## config.mk

```make
export PLATFORM = sky130hd
export DESIGN_NAME = preemptive_priority_task_selector_top
export DESIGN_NICKNAME = d
export VERILOG_FILES = /design/src/design/ppts_pkg.sv /design/src/design/preemptive_priority_task_selector_top.sv /design/src/design/ppts_store.sv /design/src/design/ppts_div.sv
export SDC_FILE = /design/constraint.sdc
export NUM_CORES = 2
export LEC_CHECK = 0
export BUFFER_PORTS_ARGS = -buffer_cell sky130_fd_sc_hd__buf_2
export CORE_MARGIN = 4
export CORE_UTILIZATION = 62
export CTS_BUF_LIST = sky130_fd_sc_hd__clkbuf_16
export CTS_CLUSTER_DIAMETER = 80
export DETAILED_ROUTE_END_ITERATION = 12
export PLACE_DENSITY_LB_ADDON = 0.05
export RECOVER_POWER = 50
export SLEW_MARGIN = 5
export SYNTH_ARGS = -nofsm -noshare
export SYNTH_HDL_FRONTEND = slang
export SYNTH_SLANG_ARGS = --single-unit
```

## constraint.sdc

```tcl
create_clock -name clock -period 11.92 [get_ports clock]
set_clock_uncertainty 0.1 [all_clocks]
set_input_delay 1.192 -clock clock [delete_from_list [all_inputs] [get_ports clock]]
set_output_delay 1.192 -clock clock [all_outputs]
set_load 0.02 [all_outputs]
```

## src/design/ppts_pkg.sv

```systemverilog
// ----------------------------------------------------------------------------
// ppts_pkg: shared types and constants
// Task record layout, operation codes, sequencer states and default sizes
// for the preemptive priority task selector.
// ----------------------------------------------------------------------------
package ppts_pkg;

   localparam int MAX_TASKS_DEF = 16;
   localparam int FRAC_BITS_DEF = 8;

   localparam int TIME_W     = 16;
   localparam int PRIO_W     = 8;
   localparam int FUNC_W     = 2;
   localparam int SLOT_OUT_W = 4;
   localparam int MEAN_W     = 24;

   localparam logic [MEAN_W-1:0] MEAN_MAX = {MEAN_W{1'b1}};

   typedef enum logic [FUNC_W-1:0] {
      FUNC_LOAD   = 2'd0,
      FUNC_TICK   = 2'd1,
      FUNC_REPORT = 2'd2,
      FUNC_NOP    = 2'd3
   } func_type;

   typedef enum logic [3:0] {
      ST_IDLE,
      ST_TICK_SCAN,
      ST_TICK_FIX,
      ST_RPT_SCAN,
      ST_RPT_T_GO,
      ST_RPT_T_WAIT,
      ST_RPT_W_GO,
      ST_RPT_W_WAIT,
      ST_PUSH
   } state_type;

   // One table entry, held as a single memory word.
   typedef struct packed {
      logic [TIME_W-1:0] arrival;
      logic [TIME_W-1:0] burst;
      logic [PRIO_W-1:0] prio;
      logic [TIME_W-1:0] progress;
      logic [TIME_W-1:0] turn;
   } task_rec_type;

endpackage

```

## src/design/preemptive_priority_task_selector_top.sv

```systemverilog
// ----------------------------------------------------------------------------
// preemptive_priority_task_selector_top: priority task table and scheduler
// Holds up to MAX_TASKS tasks in a memory and serves load, tick and report.
// ----------------------------------------------------------------------------
// Use:
//   Request channel (req_*): one operation per transfer. req_func selects
//   load (append a task), tick (choose and advance at time req_now),
//   report (mean turnaround and wait, unsigned fixed point with FRAC_BITS
//   fraction bits, truncated) or no operation.
//   Response channel (rsp_*): exactly one response per request, in order.
//   Fields that do not belong to the operation read as zero.
// Work per operation:
//   tick   : one table read per slot, through the single memory read port.
//   report : one table read per slot, then two divisions in the serial
//            divider (DVD_W = 30 at default sizes), skipped with an empty
//            table.
//   One request is in work at a time; the next is taken once the response
//   sits in the output register, even while the receiver stalls it.
// Reset: task count cleared, no response pending. Table entries are not
//   cleared; only slots below the count are ever read.
// Stall: rsp_stall holds the response register; the block then finishes
//   its next request and waits with the result until the register frees.
// ----------------------------------------------------------------------------
module preemptive_priority_task_selector_top #(
   parameter int MAX_TASKS = ppts_pkg::MAX_TASKS_DEF,
   parameter int FRAC_BITS = ppts_pkg::FRAC_BITS_DEF
) (
   input  logic                            clock,
   input  logic                            reset,
   // request channel
   input  logic                            req_valid,
   output logic                            req_stall,
   input  logic [ppts_pkg::FUNC_W-1:0]     req_func,
   input  logic [ppts_pkg::TIME_W-1:0]     req_arrival_time,
   input  logic [ppts_pkg::TIME_W-1:0]     req_burst_length,
   input  logic [ppts_pkg::PRIO_W-1:0]     req_task_priority,
   input  logic [ppts_pkg::TIME_W-1:0]     req_now,
   // response channel
   output logic                            rsp_valid,
   input  logic                            rsp_stall,
   output logic                            rsp_chosen_valid,
   output logic [ppts_pkg::SLOT_OUT_W-1:0] rsp_chosen_slot,
   output logic                            rsp_all_done,
   output logic                            rsp_load_rejected,
   output logic                            rsp_averages_valid,
   output logic [ppts_pkg::MEAN_W-1:0]     rsp_mean_turnaround,
   output logic [ppts_pkg::MEAN_W-1:0]     rsp_mean_wait
);

   // Count holds 0..MAX_TASKS; slot index addresses MAX_TASKS entries.
   localparam int CNT_W = $clog2(MAX_TASKS + 1);
   localparam int IDX_W = (MAX_TASKS > 1) ? $clog2(MAX_TASKS) : 1;
   // Signed sums: each term spans +/- 2^17, up to MAX_TASKS terms.
   localparam int SUM_W = 18 + CNT_W;
   localparam int DVD_W = SUM_W - 1 + FRAC_BITS;
   localparam int EXT_W = (DVD_W > ppts_pkg::MEAN_W) ? DVD_W : ppts_pkg::MEAN_W + 1;

   ppts_pkg::state_type    state_ff, state_in;
   logic [CNT_W-1:0]       task_count_ff, task_count_in;
   logic [CNT_W-1:0]       rd_ptr_ff, rd_ptr_in;
   logic                   dv_ff, dv_in;
   logic [IDX_W-1:0]       slot_ff, slot_in;
   logic [ppts_pkg::TIME_W-1:0] now_ff, now_in;
   logic                   found_ff, found_in;
   logic [IDX_W-1:0]       best_slot_ff, best_slot_in;
   ppts_pkg::task_rec_type best_rec_ff, best_rec_in;
   logic [1:0]             unf_ff, unf_in;
   logic [SUM_W-1:0]       turn_sum_ff, turn_sum_in;
   logic [SUM_W-1:0]       wait_sum_ff, wait_sum_in;

   // result held until the output register is free
   logic                   res_chosen_valid_ff, res_chosen_valid_in;
   logic [ppts_pkg::SLOT_OUT_W-1:0] res_chosen_slot_ff, res_chosen_slot_in;
   logic                   res_all_done_ff, res_all_done_in;
   logic                   res_load_rejected_ff, res_load_rejected_in;
   logic                   res_averages_valid_ff, res_averages_valid_in;
   logic [ppts_pkg::MEAN_W-1:0] res_mean_turn_ff, res_mean_turn_in;
   logic [ppts_pkg::MEAN_W-1:0] res_mean_wait_ff, res_mean_wait_in;

   // output register
   logic                   rsp_valid_ff, rsp_valid_in;
   logic                   rsp_chosen_valid_ff;
   logic [ppts_pkg::SLOT_OUT_W-1:0] rsp_chosen_slot_ff;
   logic                   rsp_all_done_ff;
   logic                   rsp_load_rejected_ff;
   logic                   rsp_averages_valid_ff;
   logic [ppts_pkg::MEAN_W-1:0] rsp_mean_turn_ff;
   logic [ppts_pkg::MEAN_W-1:0] rsp_mean_wait_ff;
   logic                   rsp_load;

   // memory and divider hookup
   logic                   mem_we;
   logic [IDX_W-1:0]       mem_waddr;
   ppts_pkg::task_rec_type mem_wdata;
   logic [IDX_W-1:0]       mem_raddr;
   ppts_pkg::task_rec_type mem_rdata;
   logic                   div_start;
   logic [DVD_W-1:0]       div_dividend;
   logic                   div_done;
   logic [DVD_W-1:0]       div_quot;

   logic                   req_take;
   logic                   scanning;
   logic                   scan_issue;
   logic                   scan_end;
   logic                   unfinished;
   logic                   ready;
   logic                   better;
   ppts_pkg::task_rec_type upd_rec;
   ppts_pkg::task_rec_type fix_rec;
   logic [EXT_W-1:0]       quot_ext;
   logic [ppts_pkg::MEAN_W-1:0] mean_sat;
   logic                   turn_pos;
   logic                   wait_pos;

   ppts_store #(
      .DEPTH (MAX_TASKS),
      .IDX_W (IDX_W)
   ) u_store (
      .clock   (clock),
      .wr_en   (mem_we),
      .wr_addr (mem_waddr),
      .wr_data (mem_wdata),
      .rd_addr (mem_raddr),
      .rd_data (mem_rdata)
   );

   ppts_div #(
      .DVD_W (DVD_W),
      .DSR_W (CNT_W)
   ) u_div (
      .clock    (clock),
      .reset    (reset),
      .start    (div_start),
      .dividend (div_dividend),
      .divisor  (task_count_ff),
      .done     (div_done),
      .quotient (div_quot)
   );

   assign req_stall = (state_ff != ppts_pkg::ST_IDLE);
   assign req_take  = req_valid && !req_stall;

   // Scan pipeline: issue one read per cycle, handle its data in the cycle after.
   assign scanning   = state_ff inside {ppts_pkg::ST_TICK_SCAN, ppts_pkg::ST_RPT_SCAN};
   assign scan_issue = scanning && (rd_ptr_ff < task_count_ff);
   assign scan_end   = (rd_ptr_ff == task_count_ff) && !dv_ff;
   assign mem_raddr  = rd_ptr_ff[IDX_W-1:0];

   // Per-entry tick decisions on the word just read.
   assign unfinished = (mem_rdata.progress != mem_rdata.burst);
   assign ready      = unfinished && (mem_rdata.arrival <= now_ff);
   assign better     = !found_ff || (mem_rdata.prio < best_rec_ff.prio) ||
                       ((mem_rdata.prio == best_rec_ff.prio) &&
                        (mem_rdata.arrival < best_rec_ff.arrival));

   always_comb begin
      upd_rec      = mem_rdata;
      upd_rec.turn = mem_rdata.turn + 1'b1;
      fix_rec          = best_rec_ff;
      fix_rec.progress = best_rec_ff.progress + 1'b1;
   end

   // Mean clamp: quotient above the field width saturates.
   assign quot_ext = EXT_W'(div_quot);
   assign mean_sat = (quot_ext > EXT_W'(ppts_pkg::MEAN_MAX)) ? ppts_pkg::MEAN_MAX
                                                             : quot_ext[ppts_pkg::MEAN_W-1:0];

   // A sum at or below zero gives a zero mean: divide zero then.
   assign turn_pos = !turn_sum_ff[SUM_W-1] && (turn_sum_ff != '0);
   assign wait_pos = !wait_sum_ff[SUM_W-1] && (wait_sum_ff != '0);

   assign rsp_load = (state_ff == ppts_pkg::ST_PUSH) && (!rsp_valid_ff || !rsp_stall);

   always_comb begin
      state_in      = state_ff;
      task_count_in = task_count_ff;
      rd_ptr_in     = rd_ptr_ff;
      dv_in         = 1'b0;
      slot_in       = slot_ff;
      now_in        = now_ff;
      found_in      = found_ff;
      best_slot_in  = best_slot_ff;
      best_rec_in   = best_rec_ff;
      unf_in        = unf_ff;
      turn_sum_in   = turn_sum_ff;
      wait_sum_in   = wait_sum_ff;

      res_chosen_valid_in   = res_chosen_valid_ff;
      res_chosen_slot_in    = res_chosen_slot_ff;
      res_all_done_in       = res_all_done_ff;
      res_load_rejected_in  = res_load_rejected_ff;
      res_averages_valid_in = res_averages_valid_ff;
      res_mean_turn_in      = res_mean_turn_ff;
      res_mean_wait_in      = res_mean_wait_ff;

      mem_we       = 1'b0;
      mem_waddr    = slot_ff;
      mem_wdata    = upd_rec;
      div_start    = 1'b0;
      div_dividend = turn_pos ? (DVD_W'(turn_sum_ff[SUM_W-2:0]) << FRAC_BITS) : '0;

      if (scan_issue) begin
         rd_ptr_in = rd_ptr_ff + 1'b1;
         dv_in     = 1'b1;
         slot_in   = rd_ptr_ff[IDX_W-1:0];
      end

      case (state_ff)
         ppts_pkg::ST_IDLE: begin
            if (req_take) begin
               // clear the result; each operation fills only its own fields
               res_chosen_valid_in   = 1'b0;
               res_chosen_slot_in    = '0;
               res_all_done_in       = 1'b0;
               res_load_rejected_in  = 1'b0;
               res_averages_valid_in = 1'b0;
               res_mean_turn_in      = '0;
               res_mean_wait_in      = '0;
               rd_ptr_in   = '0;
               found_in    = 1'b0;
               unf_in      = 2'd0;
               turn_sum_in = '0;
               wait_sum_in = '0;
               now_in      = req_now;
               case (ppts_pkg::func_type'(req_func))
                  ppts_pkg::FUNC_LOAD: begin
                     if (task_count_ff >= CNT_W'(MAX_TASKS)) begin
                        res_load_rejected_in = 1'b1;
                     end else begin
                        mem_we             = 1'b1;
                        mem_waddr          = task_count_ff[IDX_W-1:0];
                        mem_wdata.arrival  = req_arrival_time;
                        mem_wdata.burst    = req_burst_length;
                        mem_wdata.prio     = req_task_priority;
                        mem_wdata.progress = '0;
                        mem_wdata.turn     = '0;
                        task_count_in      = task_count_ff + 1'b1;
                     end
                     state_in = ppts_pkg::ST_PUSH;
                  end
                  ppts_pkg::FUNC_TICK:   state_in = ppts_pkg::ST_TICK_SCAN;
                  ppts_pkg::FUNC_REPORT: state_in = ppts_pkg::ST_RPT_SCAN;
                  default:               state_in = ppts_pkg::ST_PUSH;
               endcase
            end
         end

         ppts_pkg::ST_TICK_SCAN: begin
            if (dv_ff && unfinished) begin
               // advance the turn counter of every unfinished task
               mem_we    = 1'b1;
               mem_waddr = slot_ff;
               mem_wdata = upd_rec;
               unf_in    = (unf_ff == 2'd2) ? 2'd2 : unf_ff + 2'd1;
               if (ready && better) begin
                  found_in     = 1'b1;
                  best_slot_in = slot_ff;
                  best_rec_in  = upd_rec;
               end
            end
            if (scan_end) begin
               state_in = ppts_pkg::ST_TICK_FIX;
            end
         end

         ppts_pkg::ST_TICK_FIX: begin
            if (found_ff) begin
               mem_we    = 1'b1;
               mem_waddr = best_slot_ff;
               mem_wdata = fix_rec;
            end
            res_chosen_valid_in = found_ff;
            res_chosen_slot_in  = found_ff ? ppts_pkg::SLOT_OUT_W'(best_slot_ff) : '0;
            // done when nothing was left, or the chosen task was the last one left and now finishes
            res_all_done_in = (unf_ff == 2'd0) ||
                              ((unf_ff == 2'd1) && found_ff &&
                               (fix_rec.progress == best_rec_ff.burst));
            state_in = ppts_pkg::ST_PUSH;
         end

         ppts_pkg::ST_RPT_SCAN: begin
            if (dv_ff) begin
               turn_sum_in = turn_sum_ff + SUM_W'(mem_rdata.turn) -
                             SUM_W'(mem_rdata.arrival);
               wait_sum_in = wait_sum_ff + SUM_W'(mem_rdata.turn) -
                             SUM_W'(mem_rdata.arrival) - SUM_W'(mem_rdata.burst);
            end
            if (scan_end) begin
               state_in = (task_count_ff == '0) ? ppts_pkg::ST_PUSH
                                                : ppts_pkg::ST_RPT_T_GO;
            end
         end

         ppts_pkg::ST_RPT_T_GO: begin
            div_start = 1'b1;
            state_in  = ppts_pkg::ST_RPT_T_WAIT;
         end

         ppts_pkg::ST_RPT_T_WAIT: begin
            if (div_done) begin
               res_mean_turn_in = mean_sat;
               state_in         = ppts_pkg::ST_RPT_W_GO;
            end
         end

         ppts_pkg::ST_RPT_W_GO: begin
            div_start    = 1'b1;
            div_dividend = wait_pos ? (DVD_W'(wait_sum_ff[SUM_W-2:0]) << FRAC_BITS) : '0;
            state_in     = ppts_pkg::ST_RPT_W_WAIT;
         end

         ppts_pkg::ST_RPT_W_WAIT: begin
            if (div_done) begin
               res_mean_wait_in      = mean_sat;
               res_averages_valid_in = 1'b1;
               state_in              = ppts_pkg::ST_PUSH;
            end
         end

         ppts_pkg::ST_PUSH: begin
            if (rsp_load) begin
               state_in = ppts_pkg::ST_IDLE;
            end
         end

         default: state_in = ppts_pkg::ST_IDLE;
      endcase
   end

   // Output register: load from the held result, drop once transferred.
   always_comb begin
      if (rsp_load) begin
         rsp_valid_in = 1'b1;
      end else if (!rsp_stall) begin
         rsp_valid_in = 1'b0;
      end else begin
         rsp_valid_in = rsp_valid_ff;
      end
   end

   always_ff @(posedge clock) begin
      if (reset) begin
         state_ff      <= ppts_pkg::ST_IDLE;
         task_count_ff <= '0;
         dv_ff         <= 1'b0;
         rsp_valid_ff  <= 1'b0;
      end else begin
         state_ff      <= state_in;
         task_count_ff <= task_count_in;
         dv_ff         <= dv_in;
         rsp_valid_ff  <= rsp_valid_in;
      end
   end

   always_ff @(posedge clock) begin
      rd_ptr_ff    <= rd_ptr_in;
      slot_ff      <= slot_in;
      now_ff       <= now_in;
      found_ff     <= found_in;
      best_slot_ff <= best_slot_in;
      best_rec_ff  <= best_rec_in;
      unf_ff       <= unf_in;
      turn_sum_ff  <= turn_sum_in;
      wait_sum_ff  <= wait_sum_in;

      res_chosen_valid_ff   <= res_chosen_valid_in;
      res_chosen_slot_ff    <= res_chosen_slot_in;
      res_all_done_ff       <= res_all_done_in;
      res_load_rejected_ff  <= res_load_rejected_in;
      res_averages_valid_ff <= res_averages_valid_in;
      res_mean_turn_ff      <= res_mean_turn_in;
      res_mean_wait_ff      <= res_mean_wait_in;

      if (rsp_load) begin
         rsp_chosen_valid_ff   <= res_chosen_valid_ff;
         rsp_chosen_slot_ff    <= res_chosen_slot_ff;
         rsp_all_done_ff       <= res_all_done_ff;
         rsp_load_rejected_ff  <= res_load_rejected_ff;
         rsp_averages_valid_ff <= res_averages_valid_ff;
         rsp_mean_turn_ff      <= res_mean_turn_ff;
         rsp_mean_wait_ff      <= res_mean_wait_ff;
      end
   end

   assign rsp_valid           = rsp_valid_ff;
   assign rsp_chosen_valid    = rsp_chosen_valid_ff;
   assign rsp_chosen_slot     = rsp_chosen_slot_ff;
   assign rsp_all_done        = rsp_all_done_ff;
   assign rsp_load_rejected   = rsp_load_rejected_ff;
   assign rsp_averages_valid  = rsp_averages_valid_ff;
   assign rsp_mean_turnaround = rsp_mean_turn_ff;
   assign rsp_mean_wait       = rsp_mean_wait_ff;

   // Table never overfills.
   a_count_bound: assert property (@(posedge clock) disable iff (reset)
      task_count_ff <= CNT_W'(MAX_TASKS))
      else $error("task count above table size");

   // An accepted load into a table with room appends exactly one task.
   a_load_appends: assert property (@(posedge clock) disable iff (reset)
      (req_take && (req_func == ppts_pkg::FUNC_LOAD) &&
       (task_count_ff < CNT_W'(MAX_TASKS)))
      |=> (task_count_ff == CNT_W'($past(task_count_ff) + 1'b1)))
      else $error("load did not append one task");

   // Count only moves on a transfer taken in idle.
   a_count_held: assert property (@(posedge clock) disable iff (reset)
      (state_ff != ppts_pkg::ST_IDLE) |=> $stable(task_count_ff))
      else $error("task count changed during an operation");

   // Scan write-back never targets the slot being read in the same cycle.
   a_no_rw_clash: assert property (@(posedge clock) disable iff (reset)
      (mem_we && scan_issue) |-> (mem_waddr != mem_raddr))
      else $error("read and write to the same table slot");

   // A response only appears from the hand-off state.
   a_rsp_from_push: assert property (@(posedge clock) disable iff (reset)
      $rose(rsp_valid_ff) |-> $past(state_ff == ppts_pkg::ST_PUSH))
      else $error("response raised outside hand-off");

endmodule

```

## src/design/ppts_store.sv

```systemverilog
// ----------------------------------------------------------------------------
// ppts_store: task table memory
// One write port, one read port, read data registered.
// ----------------------------------------------------------------------------
module ppts_store #(
   parameter int DEPTH = ppts_pkg::MAX_TASKS_DEF,
   parameter int IDX_W = 4
) (
   input  logic                   clock,
   input  logic                   wr_en,
   input  logic [IDX_W-1:0]       wr_addr,
   input  ppts_pkg::task_rec_type wr_data,
   input  logic [IDX_W-1:0]       rd_addr,
   output ppts_pkg::task_rec_type rd_data
);

   ppts_pkg::task_rec_type mem [DEPTH];
   ppts_pkg::task_rec_type rd_data_ff;

   always_ff @(posedge clock) begin
      if (wr_en) begin
         mem[wr_addr] <= wr_data;
      end
   end

   always_ff @(posedge clock) begin
      rd_data_ff <= mem[rd_addr];
   end

   assign rd_data = rd_data_ff;

endmodule

```

## src/design/ppts_div.sv

```systemverilog
// ----------------------------------------------------------------------------
// ppts_div: serial unsigned divider
// Restoring division, one quotient bit per cycle; done pulses for one cycle.
// ----------------------------------------------------------------------------
module ppts_div #(
   parameter int DVD_W = 30,
   parameter int DSR_W = 5
) (
   input  logic             clock,
   input  logic             reset,
   input  logic             start,
   input  logic [DVD_W-1:0] dividend,
   input  logic [DSR_W-1:0] divisor,
   output logic             done,
   output logic [DVD_W-1:0] quotient
);

   localparam int CW = $clog2(DVD_W + 1);

   logic             busy_ff, busy_in;
   logic             done_ff, done_in;
   logic [CW-1:0]    cnt_ff, cnt_in;
   logic [DVD_W-1:0] quo_ff, quo_in;
   logic [DSR_W-1:0] rem_ff, rem_in;
   logic [DSR_W-1:0] dsr_ff, dsr_in;

   logic [DSR_W:0]   rem_sh;
   logic [DSR_W+1:0] diff;
   logic             ge;

   assign rem_sh = {rem_ff, quo_ff[DVD_W-1]};
   assign diff   = {1'b0, rem_sh} - {2'b00, dsr_ff};
   assign ge     = ~diff[DSR_W+1];

   always_comb begin
      busy_in = busy_ff;
      done_in = 1'b0;
      cnt_in  = cnt_ff;
      quo_in  = quo_ff;
      rem_in  = rem_ff;
      dsr_in  = dsr_ff;
      if (start) begin
         busy_in = 1'b1;
         cnt_in  = CW'(DVD_W);
         quo_in  = dividend;
         rem_in  = '0;
         dsr_in  = divisor;
      end else if (busy_ff) begin
         // shift one dividend bit in, subtract where it fits
         rem_in = ge ? diff[DSR_W-1:0] : rem_sh[DSR_W-1:0];
         quo_in = {quo_ff[DVD_W-2:0], ge};
         cnt_in = cnt_ff - 1'b1;
         if (cnt_ff == CW'(1)) begin
            busy_in = 1'b0;
            done_in = 1'b1;
         end
      end
   end

   always_ff @(posedge clock) begin
      if (reset) begin
         busy_ff <= 1'b0;
         done_ff <= 1'b0;
      end else begin
         busy_ff <= busy_in;
         done_ff <= done_in;
      end
   end

   always_ff @(posedge clock) begin
      cnt_ff <= cnt_in;
      quo_ff <= quo_in;
      rem_ff <= rem_in;
      dsr_ff <= dsr_in;
   end

   assign done     = done_ff;
   assign quotient = quo_ff;

endmodule
```

==> run metrics <==
status=finished with violations; failing checks=capacitance limit, slew limit; # hold bufs at CTS=0; Die Y-Extent=327.1 microns; Syn Inst Count=3,433; CTS Buffer Depth=3; largest net degree at the start of global routing=147; core area=100,600 sq um; initial antenna violation count=0; RSZ-0062 raised after global routing=false; Clk pwr share=34.3%; clock sinks=1,544; Worst Reg2Reg Path Length in Cells=10; dpl cells=4,838; Seq cells post-synth=1,544; mux contribution to synthesized area=12.89%; Unique masters post-synth=68; P_int=10.02 mW; final instance area=70,240 sq um; Sum Neg Setup Slack=0 ns; H-tree level count=4; period utilization=71.64%; syn nets=3,657; sequential share of the synthesized area=71.87%; vias per inst=6.434; fin crit period=8.540 ns; Combinational Power Share=16.8%; leakage power=23.42 nW; Hold WC Path Type=reg2reg; sequential share of power=48.9%; ys flop type=edfxtp_1; worst-skew pair later-pin latency=0.74 ns; Post-Layout Cell Count=5,122; Final Power=13.69 mW; headroom to the max-slew limit=-196.4%; layout cell share with drive strength beyond 1=18.59%; crit path max fanout=51; TritonCTS clock tree=done; Routed Antenna Nets=0; Syn Std Cell Area=63,120 sq um; Root Buffer=clkbuf_16; global-route wire length before repair=221.8 mm; Sw Share=26.76%; r2r setup slk=3.38 ns; post-DR wirelength/cell=29.56 microns; P_sw=3.663 mW; Top-Level Pins=120; Rows=116; worst r2r dst=u_store.mem[3][24]; vias in the first global route=33,265; xor and xnor area share after synthesis=1.374%; RR Startpoint=state_ff[0]; post-synthesis async set-or-reset flop share=0%; DP HPWL=92.13 mm; # DRC=0; initial detailed-routing violation count=4,045; CP endpoint kind=register; Die Wd=327.1 microns; WL final=151.4 mm; crit path DAT=8.87 ns; diodes inserted=0; Req. time, crit path=12.25 ns; clk slew on worst S/H paths=0.06 ns; CTS resizes=0; GP Congestion=0.9268; Initial Util=62.76%; Synth Area in Adders=3.794%; post-CTS setup buffers=0; hold_ws=0.3171 ns; MaxCap Viol Count=19; die area=107,000 sq um; Pwr Density=194.8 nW/um^2; # port buffers=119; EDFF count, synth=1,444; Post-Syn Area per Cell=18.39 sq um; total CTS buffers=154; post-synthesis compound-gate area fraction=3.703%; highest clock rate=117.1 MHz; Final Max Tran Viols=666; Tightest Pin Transition=4.446 ns; largest family of logic cells by synthesized area=multiplexers; global route total overflow=0; Setup CP Type=reg2reg; Final nets=3,862; GRT Total Usage=28.64%; final hold viol count=0; Worst Setup SP=state_ff[0]; Placed Area=65,570 sq um; Startpoint Class=register; synth warn=0; worst vdd ir=0.0001444 V; post-synthesis simple-gate area fraction=4.192%; via count=32,957; Finish-stage setup viols=0; worst setup path end=u_store.mem[3][24]; Detailed Routing Iterations Pass 1=6; Layout Area Growth over Synthesis=11.28%
==> through the flow <==
step | setup slack (ns) | util (%)
after global placement | 6.049 | 65.19
after detailed placement | 5.838 | 65.19
after CTS | 6.265 | 70.12
after floorplan | 5.899 | -
final | 3.380 | 69.84
after global routing | 3.121 | 69.84
==> cells in the final DEF (no fill, tap or decap), drive strengths merged, types with 11 or more instances in the layout <==
master	n
bufinv	14
nor3	27
nand4	28
xor2	51
and2	18
dfxtp	100
nor2	232
a21o	29
o21ai	74
clkinv	53
nand2	131
nor4	19
nand3	38
edfxtp	1444
xnor2	48
ha	113
buf	95
and3	16
a21oi	73
nor2b	12
fa	49
a31oi	15
a22o	12
a221oi	24
a22oi	42
a211oi	11
clkbuf	257
mux4	360
inv	250
nand2b	18
==> cells by family after synthesis <==
| logic type | Yosys count |
|---|---|
| flops | 1544 |
| fa+ha+maj | 162 |
| xor+xnor | 99 |
| mux | 363 |
| compound gates | 349 |
| simple gates | 569 |
| buf+inv | 347 |
==> flip-flops by register name, summed over array words and instances, names as in the netlist, 24 cells and up <==
signal               flops
res_mean_turn_ff        24
best_rec_ff             72
rsp_mean_wait           24
u_store.rd_data         72
u_div.quotient          30
res_mean_wait_ff        24
u_store.mem           1152
rsp_mean_turnaround     24
==> per-layer routing <==
layer	wire (microns)	track usage (%)	share of wire [%]
met5	0	0	0
met2	72770	45.21	48
met3	14830	7.722	9.8
met1	59250	39.95	39
met4	4536	8.788	3.0
==> cell usage after synthesis (all sizes together), types with 19 or more instances <==
library cell,instances,area (sq um)
edfxtp,1444,43360
mux4,360,8108
nor2,232,870.8
inv,202,758.2
nand2,131,494.2
ha,113,1414
dfxtp,100,2002
clkbuf,87,326.6
o21ai,74,370.4
a21oi,73,365.4
buf,57,280.3
xor2,51,446.7
fa,49,980.9
xnor2,48,420.4
a22oi,42,315.3
nand3,38,195.2
a21o,29,217.7
nand4,28,175.2
nor3,27,135.1
a221oi,24,210.2
nor4,19,133.9
==> how the worst min path moves through the flow <==
stage	depth (start not counted)	end	startpoint	slack, ns
after floorplan	0	rsp_all_done	res_all_done_ff	0.30
after global placement	0	rsp_mean_turnaround[23]	res_mean_turn_ff[23]	0.30
after detailed placement	0	rsp_mean_turnaround[17]	res_mean_turn_ff[17]	0.30
after CTS	0	rsp_mean_turnaround[17]	res_mean_turn_ff[17]	0.32
after global routing	0	rsp_mean_wait[15]	res_mean_wait_ff[15]	0.32
final	0	rsp_mean_turnaround[17]	res_mean_turn_ff[17]	0.32
==> power by group through the flow <==
stage | sequential, mW | combinational, mW | clock (mW)
floorplan | 6.72 | 1.60 | 0
global placement | 6.78 | 2.23 | 0
detailed placement | 6.80 | 2.30 | 0
CTS | 6.69 | 2.31 | 4.76
global route | 6.71 | 2.51 | 5.02
finish | 6.70 | 2.30 | 4.69
==> worst max-delay path: stages (launching register included) <==
cell and delay [ns]:
dfxtp_1 0.68, nor4_1 0.21, nand2_1 0.23, clkinvlp_2 1.22, and3_2 0.76, clkbuf_1 1.11
nor2_4 0.41, clkbuf_1 2.41, nand2_1 0.11, o21ai_0 0.25, clkbuf_1 0.64
==> cell type report <==
class | count | area, sq um
inverters | 203 | 763.2
fillers | 6257 | 30340
clock buffers | 159 | 3979
clock inverters | 124 | 975.9
flip-flops and latches | 1544 | 45370
repair buffers | 193 | 978.4
well taps | 1357 | 1698
multi-input cells | 1542 | 16480
Power figures use the tool's default switching activity.
